==> src/rtl/lpht_pkg.sv <==
// Shared types, codes and widths of the linear-probing hash table.
package lpht_pkg;

    // Default slot count of the table
    localparam int SLOTS_DEFAULT = 16;

    // Field widths
    localparam int OP_W     = 2;
    localparam int KEY_W    = 32;
    localparam int VALUE_W  = 32;
    localparam int STATUS_W = 2;
    localparam int COUNT_W  = 5;

    // Stream widths: key and value in, read value and entry count out
    localparam int S_TDATA_W = 64;
    localparam int M_TDATA_W = 40;

    typedef enum logic [OP_W-1:0] {
        OP_PUT    = 2'd0,
        OP_GET    = 2'd1,
        OP_REMOVE = 2'd2,
        OP_CLEAR  = 2'd3
    } op_t;

    typedef enum logic [STATUS_W-1:0] {
        ST_OK       = 2'd0,
        ST_MISSING  = 2'd1,
        ST_FULL     = 2'd2,
        ST_ZERO_KEY = 2'd3
    } status_t;

    // One slot of the table memory
    typedef struct packed {
        logic               used;
        logic [KEY_W-1:0]   key;
        logic [VALUE_W-1:0] value;
    } slot_t;

endpackage

==> src/rtl/linear_probe_hash_table_top.sv <==
// Sequence: put, get and remove register the input, probe k slots and register the result,
// k in 1..SLOTS; a slot count that is not a power of two adds a step of key reduction.
// A zero key goes straight to the result; a clear zeroes every row (one memory row a cycle).
// Throughput: one item at a time, the next accepted the cycle after the result is registered;
// the probe is paced by the single-port read of the slot memory, one slot per cycle.
// Reset: aresetn low clears the control state; a clearing pass over every slot follows.
module linear_probe_hash_table_top #(
    parameter int SLOTS = lpht_pkg::SLOTS_DEFAULT
) (
    input  logic                           aclk,
    input  logic                           aresetn,
    // s_tdata: key [31:0], value [63:32]
    input  logic [lpht_pkg::S_TDATA_W-1:0] s_tdata,
    // s_tuser: operation [1:0]
    input  logic [lpht_pkg::OP_W-1:0]      s_tuser,
    input  logic                           s_tvalid,
    output logic                           s_tready,
    // m_tdata: read_value [31:0], entry_count [36:32], zero fill [39:37]
    output logic [lpht_pkg::M_TDATA_W-1:0] m_tdata,
    // m_tuser: status [1:0]
    output logic [lpht_pkg::STATUS_W-1:0]  m_tuser,
    output logic                           m_tvalid,
    input  logic                           m_tready
);
    import lpht_pkg::*;

    localparam int  IdxW      = $clog2(SLOTS);
    localparam int  CntW      = $clog2(SLOTS + 1);
    localparam bit  SlotsPow2 = ((SLOTS & (SLOTS - 1)) == 0);
    localparam int  ShiftQ    = KEY_W - 1 + IdxW;
    localparam logic [KEY_W-1:0] RecipM = KEY_W'((64'd1 << ShiftQ) / SLOTS);

    typedef enum logic [2:0] {
        S_SWEEP,
        S_IDLE,
        S_HASH,
        S_PROBE,
        S_DONE
    } state_t;

    state_t               state_reg;
    logic [IdxW-1:0]      sweep_idx_reg;
    logic                 clear_pending_reg;
    logic [CntW-1:0]      cnt_reg;
    logic [IdxW-1:0]      probe_idx_reg;
    logic [IdxW-1:0]      n_reg;
    logic [IdxW:0]        quot_low_reg;
    op_t                  op_reg;
    logic [KEY_W-1:0]     key_reg;
    logic [VALUE_W-1:0]   val_reg;
    status_t              res_status_reg;
    logic [VALUE_W-1:0]   res_value_reg;
    logic                 m_tvalid_reg;
    status_t              m_status_reg;
    logic [VALUE_W-1:0]   m_value_reg;
    logic [COUNT_W-1:0]   m_count_reg;

    // Slot memory
    slot_t                mem [SLOTS];
    slot_t                rd_data_reg;
    logic [IdxW-1:0]      rd_addr;
    logic                 wr_en;
    logic [IdxW-1:0]      wr_addr;
    slot_t                wr_data;

    logic [KEY_W-1:0]     in_key;
    logic [VALUE_W-1:0]   in_value;
    op_t                  in_op;
    logic [IdxW-1:0]      home_direct;
    logic [2*KEY_W-1:0]   hash_prod;
    logic [IdxW:0]        rem_raw;
    logic [IdxW:0]        rem_sel;
    logic [IdxW-1:0]      rem_next;
    logic [IdxW-1:0]      next_idx;
    logic                 hit;
    logic                 free;
    logic                 last_probe;
    logic [CntW+COUNT_W-1:0] cnt_ext;

    assign in_key      = s_tdata[KEY_W-1:0];
    assign in_value    = s_tdata[KEY_W+VALUE_W-1:KEY_W];
    assign in_op       = op_t'(s_tuser);
    assign home_direct = in_key[IdxW-1:0];

    // Reduce the key modulo the slot count: reciprocal estimate, one correcting subtract
    assign hash_prod = in_key * RecipM;
    assign rem_raw   = key_reg[IdxW:0] - quot_low_reg * (IdxW+1)'(SLOTS);
    assign rem_sel   = (rem_raw >= (IdxW+1)'(SLOTS)) ? rem_raw - (IdxW+1)'(SLOTS)
                                                     : rem_raw;
    assign rem_next  = rem_sel[IdxW-1:0];

    // Probe decisions on the slot read last cycle
    assign next_idx   = (probe_idx_reg == IdxW'(SLOTS - 1)) ? '0 : probe_idx_reg + 1'b1;
    assign hit        = rd_data_reg.used && (rd_data_reg.key == key_reg);
    assign free       = !rd_data_reg.used;
    assign last_probe = (n_reg == IdxW'(SLOTS - 1));

    assign cnt_ext = {{COUNT_W{1'b0}}, cnt_reg};

    // Select read address: home slot on entry, the slot after the current one while probing, else the current slot
    always_comb begin
        unique case (state_reg)
            S_IDLE:  rd_addr = home_direct;
            S_HASH:  rd_addr = rem_next;
            S_PROBE: rd_addr = next_idx;
            default: rd_addr = probe_idx_reg;
        endcase
    end

    // Write back on a put or remove, zero rows during a clearing pass
    always_comb begin
        wr_en   = 1'b0;
        wr_addr = probe_idx_reg;
        wr_data = '0;
        if (state_reg == S_SWEEP) begin
            wr_en   = 1'b1;
            wr_addr = sweep_idx_reg;
        end else if (state_reg == S_PROBE) begin
            if (op_reg == OP_PUT && (hit || free)) begin
                wr_en   = 1'b1;
                wr_data = '{used: 1'b1, key: key_reg, value: val_reg};
            end else if (op_reg == OP_REMOVE && hit) begin
                wr_en = 1'b1;
            end
        end
    end

    // Slot memory, one write and one registered read a cycle
    always_ff @(posedge aclk) begin
        if (wr_en) begin
            mem[wr_addr] <= wr_data;
        end
        rd_data_reg <= mem[rd_addr];
    end

    assign s_tready = (state_reg == S_IDLE);

    // Sequencer and output register
    always_ff @(posedge aclk) begin
        if (!aresetn) begin
            state_reg         <= S_SWEEP;
            sweep_idx_reg     <= '0;
            clear_pending_reg <= 1'b0;
            cnt_reg           <= '0;
            m_tvalid_reg      <= 1'b0;
        end else begin
            if (m_tvalid_reg && m_tready && state_reg != S_DONE) begin
                m_tvalid_reg <= 1'b0;
            end
            unique case (state_reg)
                S_SWEEP: begin
                    if (sweep_idx_reg == IdxW'(SLOTS - 1)) begin
                        sweep_idx_reg     <= '0;
                        clear_pending_reg <= 1'b0;
                        state_reg         <= clear_pending_reg ? S_DONE : S_IDLE;
                    end else begin
                        sweep_idx_reg <= sweep_idx_reg + 1'b1;
                    end
                end
                S_IDLE: begin
                    if (s_tvalid) begin
                        op_reg        <= in_op;
                        key_reg       <= in_key;
                        val_reg       <= in_value;
                        res_status_reg <= (in_op != OP_CLEAR && in_key == '0) ? ST_ZERO_KEY
                                                                              : ST_OK;
                        res_value_reg  <= '0;
                        if (in_op == OP_CLEAR) begin
                            cnt_reg           <= '0;
                            clear_pending_reg <= 1'b1;
                            sweep_idx_reg     <= '0;
                            state_reg         <= S_SWEEP;
                        end else if (in_key == '0) begin
                            state_reg      <= S_DONE;
                        end else if (SlotsPow2) begin
                            probe_idx_reg <= home_direct;
                            n_reg         <= '0;
                            state_reg     <= S_PROBE;
                        end else begin
                            quot_low_reg <= hash_prod[ShiftQ +: (IdxW+1)];
                            state_reg    <= S_HASH;
                        end
                    end
                end
                S_HASH: begin
                    probe_idx_reg <= rem_next;
                    n_reg         <= '0;
                    state_reg     <= S_PROBE;
                end
                S_PROBE: begin
                    if (hit) begin
                        res_status_reg <= ST_OK;
                        if (op_reg == OP_GET) begin
                            res_value_reg <= rd_data_reg.value;
                        end else if (op_reg == OP_REMOVE) begin
                            cnt_reg <= cnt_reg - 1'b1;
                        end
                        state_reg <= S_DONE;
                    end else if (free) begin
                        if (op_reg == OP_PUT) begin
                            res_status_reg <= ST_OK;
                            cnt_reg        <= cnt_reg + 1'b1;
                        end else begin
                            res_status_reg <= ST_MISSING;
                        end
                        state_reg <= S_DONE;
                    end else if (last_probe) begin
                        res_status_reg <= (op_reg == OP_PUT) ? ST_FULL : ST_MISSING;
                        state_reg      <= S_DONE;
                    end else begin
                        probe_idx_reg <= next_idx;
                        n_reg         <= n_reg + 1'b1;
                    end
                end
                S_DONE: begin
                    if (!m_tvalid_reg || m_tready) begin
                        m_tvalid_reg <= 1'b1;
                        m_status_reg <= res_status_reg;
                        m_value_reg  <= res_value_reg;
                        m_count_reg  <= cnt_ext[COUNT_W-1:0];
                        state_reg    <= S_IDLE;
                    end
                end
                default: begin
                    state_reg <= S_IDLE;
                end
            endcase
        end
    end

    assign m_tvalid = m_tvalid_reg;
    assign m_tuser  = m_status_reg;
    assign m_tdata  = {{(M_TDATA_W - VALUE_W - COUNT_W){1'b0}}, m_count_reg, m_value_reg};

`ifndef NO_ASSERTIONS
    // A full lap without match or free slot only happens with every slot used
    assert property (@(posedge aclk) disable iff (!aresetn)
        (state_reg == S_PROBE && !hit && !free && last_probe) |-> (cnt_reg == CntW'(SLOTS)))
        else $error("probe lapped a table that is not full");

    // A successful remove lowers the count by one
    assert property (@(posedge aclk) disable iff (!aresetn)
        (state_reg == S_PROBE && hit && op_reg == OP_REMOVE)
        |=> (cnt_reg == $past(cnt_reg) - 1'b1))
        else $error("remove did not lower the entry count");

    // A result is only raised from the completion state
    assert property (@(posedge aclk) disable iff (!aresetn)
        $rose(m_tvalid_reg) |-> $past(state_reg == S_DONE))
        else $error("result raised outside completion");
`endif

endmodule
==> config.mk <==
export PLATFORM = sky130hd
export DESIGN_NAME = linear_probe_hash_table_top
export DESIGN_NICKNAME = d
export VERILOG_FILES = /design/src/rtl/lpht_pkg.sv /design/src/rtl/linear_probe_hash_table_top.sv
export SDC_FILE = /design/constraint.sdc
export NUM_CORES = 2
export LEC_CHECK = 0
export BUFFER_PORTS_ARGS = -buffer_cell sky130_fd_sc_hd__buf_4
export CORE_MARGIN = 2
export CORE_UTILIZATION = 58
export CTS_BUF_LIST = sky130_fd_sc_hd__clkbuf_8
export CTS_CLUSTER_SIZE = 30
export DETAILED_ROUTE_END_ITERATION = 16
export MAX_ROUTING_LAYER = met4
export PLACE_DENSITY = 0.78
export SETUP_SLACK_MARGIN = 0.3
export SLEW_MARGIN = 25
export SYNTH_ARGS = -nofsm -noshare
export SYNTH_HDL_FRONTEND = slang
export SYNTH_SLANG_ARGS = --single-unit
export TNS_END_PERCENT = 100
==> constraint.sdc <==
create_clock -name aclk -period 5.25 [get_ports aclk]
set_input_delay 0.525 -clock aclk [delete_from_list [all_inputs] [get_ports aclk]]
set_output_delay 0.525 -clock aclk [all_outputs]
set_load 0.02 [all_outputs]
# --- Word-level counts from Yosys, hierarchy flattened ---
# Memory sizes are Yosys's and may differ from the RTL's. A register that Yosys moved wholly into a read port is not among the register bits.
# Cells that the tools add are included.
totals:
  regBits: 161
  ramBits: 1040
  in_bits: 70
  mem_count: 1
op_classes:
  addsub: 5
  n_eq_ne: 29
  muxes: 67
  n_reduce_logical: 25
mem_list:
  columns: ["memory", "words", "width", "read_ports", "rd_ports_with_merged_regs", "write_ports", "line", "source"]
  rows:
  - ["mem", 16, 65, 1, 1, 1, "linear_probe_hash_table_top.sv:59", "slot_t mem [SLOTS];"]
ops:
  columns: ["operator", "n"]
  rows:
  - ["$mux 65", 3]
  - ["$mux 32", 3]
  - ["$mux 4", 17]
  - ["$pmux 32 s2", 1]
  - ["$mux 5", 7]
  - ["$eq 32x32->1", 1]
  - ["$logic_not 32->1", 1]
  - ["$mux 3", 9]
  - ["$pmux 4 s3", 2]
  - ["$ne 2x2->1 const B", 9]
  - ["$pmux 4 s2", 2]
  - ["$pmux 3 s5", 1]
  - ["$mux 1", 13]
  - ["$add 4x1->4 const B", 3]
  - ["$eq 4x4->1 const B", 3]
  - ["$mux 2", 6]
  - ["$reduce_and 4->1", 3]
  - ["$pmux 5 s2", 1]
  - ["$ne 3x3->1 const B", 3]
  - ["$reduce_and 3->1", 3]
  - ["$reduce_and 8->1", 1]
  - ["$reduce_and 7->1", 1]
  - ["$eq 3x2->1 const B", 2]
  - ["$logic_and 1x1->1", 6]
  - ["other kinds (18)", 25]

# --- Logic depth before layout (Yosys ltp) ---
depth:
  ltp_word: 9
  mapped_depth: 12
  ltp_nobuf: 12

# --- Least setup slack after synthesis ---
# OpenSTA, ideal clock, no wires.
synth_path:
  path_type: "register to register"
  from: "reg key_reg[31]"
  to: "mem mem[4][0] (netlist name) (enable)"
  setup_ns: 0.488
  t_arrival_ns: 4.458
  setup_slack_ns: 0.304
  stages_incl_launch_ff: 8
  path_buffers: 1
  path_cell_list: "edfxtp_1 > xor2_1 > nor4_1 > nand4_1 > nor4_1 > a311oi_2 > clkbuf_1 > nor2_1"
synth_between:
  elab_chain_cells: 9
  elab_cells_between_ends: 11
synth_rtl:
  columns: ["item", "line", "source"]
  rows:
  - ["start, declared", "linear_probe_hash_table_top.sv:49", "logic [KEY_W-1:0] key_reg;"]
  - ["start signal, assigned", "linear_probe_hash_table_top.sv:163", "key_reg <= in_key;"]
  - ["$eq 32x32->1 (*)", "linear_probe_hash_table_top.sv:94", "assign hit = rd_data_reg.used && (rd_data_reg.key == key_reg);"]
  - ["$logic_and 1x1->1 (*)", "linear_probe_hash_table_top.sv:94", null]
  - ["$logic_and 1x1->1 / $logic_or 1x1->1 (equally long branches)", "linear_probe_hash_table_top.sv:122, linear_probe_hash_table_top.sv:119", null]
  - ["$mux 1 / $logic_and 1x1->1 (equally long branches)", "linear_probe_hash_table_top.sv:122, linear_probe_hash_table_top.sv:119", null]
  - ["$mux 1 (*)", "linear_probe_hash_table_top.sv:119", "if (op_reg == OP_PUT && (hit || free)) begin"]
  - ["$mux 1 (*)", "linear_probe_hash_table_top.sv:118", "end else if (state_reg == S_PROBE) begin"]
  - ["$mux 1 (*)", "linear_probe_hash_table_top.sv:115", "if (state_reg == S_SWEEP) begin"]
  - ["$mux 1 (*)", "linear_probe_hash_table_top.sv:130", "if (wr_en) begin"]
  - ["$mux 1 (implied by the code) (*)", "linear_probe_hash_table_top.sv:131", "mem[wr_addr] <= wr_data;"]
  - ["end, declared", "linear_probe_hash_table_top.sv:59", null]
# Mark *: on every way between the ends. The rest lies on a longest branch, timed or not.

# --- Final worst setup path ---
layout_path:
  from: "reg key_reg[8]"
  to: "reg cnt_reg[4]"
layout_between:
  elab_chain_cells: 4
  elab_cells_between_ends: 9
layout_rtl:
  columns: ["item", "line", "source"]
  rows:
  - ["$eq 32x32->1 (*)", "linear_probe_hash_table_top.sv:94", null]
  - ["$logic_and 1x1->1 (*)", "linear_probe_hash_table_top.sv:94", null]
  - ["$ne 3x3->1 (no line) (tied with other cells)", null, null]
  - ["$reduce_and 7->1 (no line) / $pmux 5 s2 (equally long branches)", null, null]
  - ["end signal, assigned", "linear_probe_hash_table_top.sv:196", "cnt_reg <= cnt_reg - 1'b1;"]
  - ["end signal, assigned", "linear_probe_hash_table_top.sv:202", "cnt_reg <= cnt_reg + 1'b1;"]
  - ["end, declared", "linear_probe_hash_table_top.sv:44", "logic [CntW-1:0] cnt_reg;"]
# Marked as above.
# A chain may end at the register's enable or synchronous reset.

==> flow_summary.ini <==
[layout]
nets = 3122
multi_input_area_um2 = 12200
syn_to_final_growth_pct = 12.5
fillers = 5591
largest_register_ffs = 1040
drive_above_1_share_pct = 14.1
stdcell_count = 4365
seq_area_um2 = 37200

[yosys]
yosys.area.top_type = edfxtp_1
yosys-top-cells-area = edfxtp_1 (71%), mux2i_1 (19%), dfxtp_1 (3.1%)
async_flop_share_pct = 0
ys_top_cells_by_count = edfxtp_1 (1187), mux2i_1 (978), dfxtp_1 (79)
ys_ff_latch = 1266
ys_seq_area_share_pct = 73.7
synth_most_common_cell = edfxtp_1
syn_area_per_cell_um2 = 18.4
synth_top_area_share_pct = 70.6
netlist_area_um2 = 50500
synth-main-ff-cell = edfxtp_1
synthDistinctLibCells = 58
yosysWarnings = 0
synth_edf_count = 1187
synth_cells = 2745

[sta]
rsz0062_at_grt = false
fmax_mhz = 235
tns_ns = 0
finalCritPeriodShare_pct = 81.2
setup_viol = 0
clock_skew_ns = 0.0420
period_needed_ns = 4.26
finalHoldViolCount = 0
maxSlewViolCount = 0
worst_slew_pin_slew_ns = 1.07
max_slew_margin_pct = 28.7

[worst_setup_path]
cp_top_family = simple AND/OR/NAND/NOR gates
endpoint_kind = register
cp.arrival_ns = 5.05
crit_top_cell = or3_1
path_buf_inv = 1
cp-start-kind = register
critPathRequiredTime_ns = 6.04
critical_path.max_fanout = 7
critPathSlowestCell = nor4_1
cp_slowest_stage_delay_ns = 0.62
crit_chain = xor2_1 > nor4_1 > nand4_1 > or3_1 > inv_2 > ha_1 > nor2b_1 > o21a_1 > or3_1 > or3_1 > a2111oi_1 > o31a_1
critPathKind = register to register

[floorplanning]
die-area_um2 = 89500
dieWidth_um = 299
num_io_pins = 114
rows = 108
die_height_um = 299
initial_utilization_pct = 58.4
core_area_um2 = 86500

[worst_hold_path]
hold_path_class = primary input to register

[grt]
grt_overflow = 0
grt_usage_pct = 24.6
grt_pass1_wl_mm = 159
grt_start_max_net_pins = 83
grt_pass1_vias = 25895
antenna_found_initial = 1

[routing]
ant_nets = 0
drc_errors = 0
drtPass1Iterations = 5
vias = 25245
drt_wl_total_mm = 107
viasPerCell = 5.78
routedWlPerCell_um = 24.4
drtIter0Drc = 2415

[cts]
clock-root-buffer = clkbuf_8
cts_setup_buffers = 0
cts.sinks = 1266
clock_latency_ns = 0.85
htree_levels = 4
clk_path_buf_depth = 3
clk_pin_slew_ns = 0.07
cts_tree = built
numCtsBuffers = 187

[placed_design]
place.gp.congestion = 0.819
dp_cells = 3942
dp_hpwl_mm = 57.0
numPortBuffers = 110

[power]
ir_worst_vdd_v = 0.000252
power.leakage_nw = 20.6
power.density_nw_per_um2 = 333
p_total_w = 0.0189

[run_status]
status = finished clean

[flow_run]
maxCapViolations = 0
[layout by cell type (no fill, tap or decap), drive strengths merged, types with 34 or more instances in the layout]
master	count
edfxtp	1187
mux2i	978
clkbuf	205
buf	180
inv	93
dfxtp	79
dlygate4sd3	68
and2	64
clkinv	62
nor2	41
nand2	40
and3	40
xor2	34
[report_power, final]
group	switching, W	internal, W	total, W
Sequential	0.0000595	0.0111	0.0112
Clock	0.00362	0.00366	0.00727
Combinational	0.000280	0.000165	0.000445
Total	0.00396	0.0150	0.0189
[stage by stage]
| step | cell area [µm²] | setup slack (ns) | hold slack, ns | utilization [%] |
|---|---|---|---|---|
| 2_1_floorplan | 50500 | 0.304 | 0.400 | - |
| 3_3_place_gp | 52600 | 1.14 | 0.401 | 60.8 |
| 3_5_place_dp | 52600 | 1.11 | 0.405 | 60.8 |
| 4_1_cts | 56800 | 1.09 | 0.0174 | 65.7 |
| 5_1_grt | 56800 | 0.804 | 0.0632 | 65.7 |
| 6_report | 56800 | 0.986 | 0.0955 | 65.7 |
[worst paths after layout]
| path | start | endpoint | depth (start not counted) | slack (ns) |
|---|---|---|---|---|
| hold / removal | s_tvalid | state_reg[0]$_SDFFE_PN0P_ | 3 | 0.1 |
| setup reg to reg | key_reg[8]$_DFFE_PP_ | cnt_reg[4]$_SDFFE_PN0P_ | 12 | 0.99 |
| setup / recovery | key_reg[8]$_DFFE_PP_ | cnt_reg[4]$_SDFFE_PN0P_ | 12 | 0.99 |
| hold reg to reg | res_value_reg[9]$_SDFFCE_PN0P_ | m_value_reg[9]$_DFFE_PP_ | 0 | 0.41 |
[final cells by class]
cell class	instances	share of cell area (%)
repair buffers	248	4.28
diodes	1	0.00440
well taps	1155	2.54
flip-flops and latches	1266	65.5
clock buffers	205	4.96
clock inverters	148	1.18
multi-input cells	1332	21.5
inverters	10	0.0661
[tightest hold or removal path, cell delays in order]
cell and delay [ns]:
buf_4 0.12, o22a_1 0.18, a21oi_1 0.07
[logic make-up (layout without fill, tap and decap cells)]
family | after synthesis | count (layout) | synth area share [%]
buffers and inverters | 149 | 611 | 2.60
AO/OA/AOI/OAI | 56 | 56 | 0.751
AND/OR/NAND/NOR | 249 | 249 | 2.69
XOR/XNOR | 38 | 38 | 0.659
flip-flops | 1266 | 1266 | 73.7
other | 1 | 4 | 0.00742
adder cells (fa/ha/maj) | 7 | 7 | 0.188
multiplexers | 979 | 979 | 19.4
[repair_timing]
item,4_1_cts,5_1_grt
gates resized for setup,0,0
hold buffers,68,0
hold endpoints to repair,73,0
[metal layers]
metal  vias to the layer above  wire (µm)  share of wire [%]  global-route usage (%)
met2                       897      53500                 50                    40.3
met1                     12854      44100                 41                    31.8
met5                         -          0                  0                       -
li1                      11328          -                  -                       -
met3                       166       6710                6.3                    4.20
met4                         0       2240                2.1                    7.80
Power figures use the tool's default switching activity.
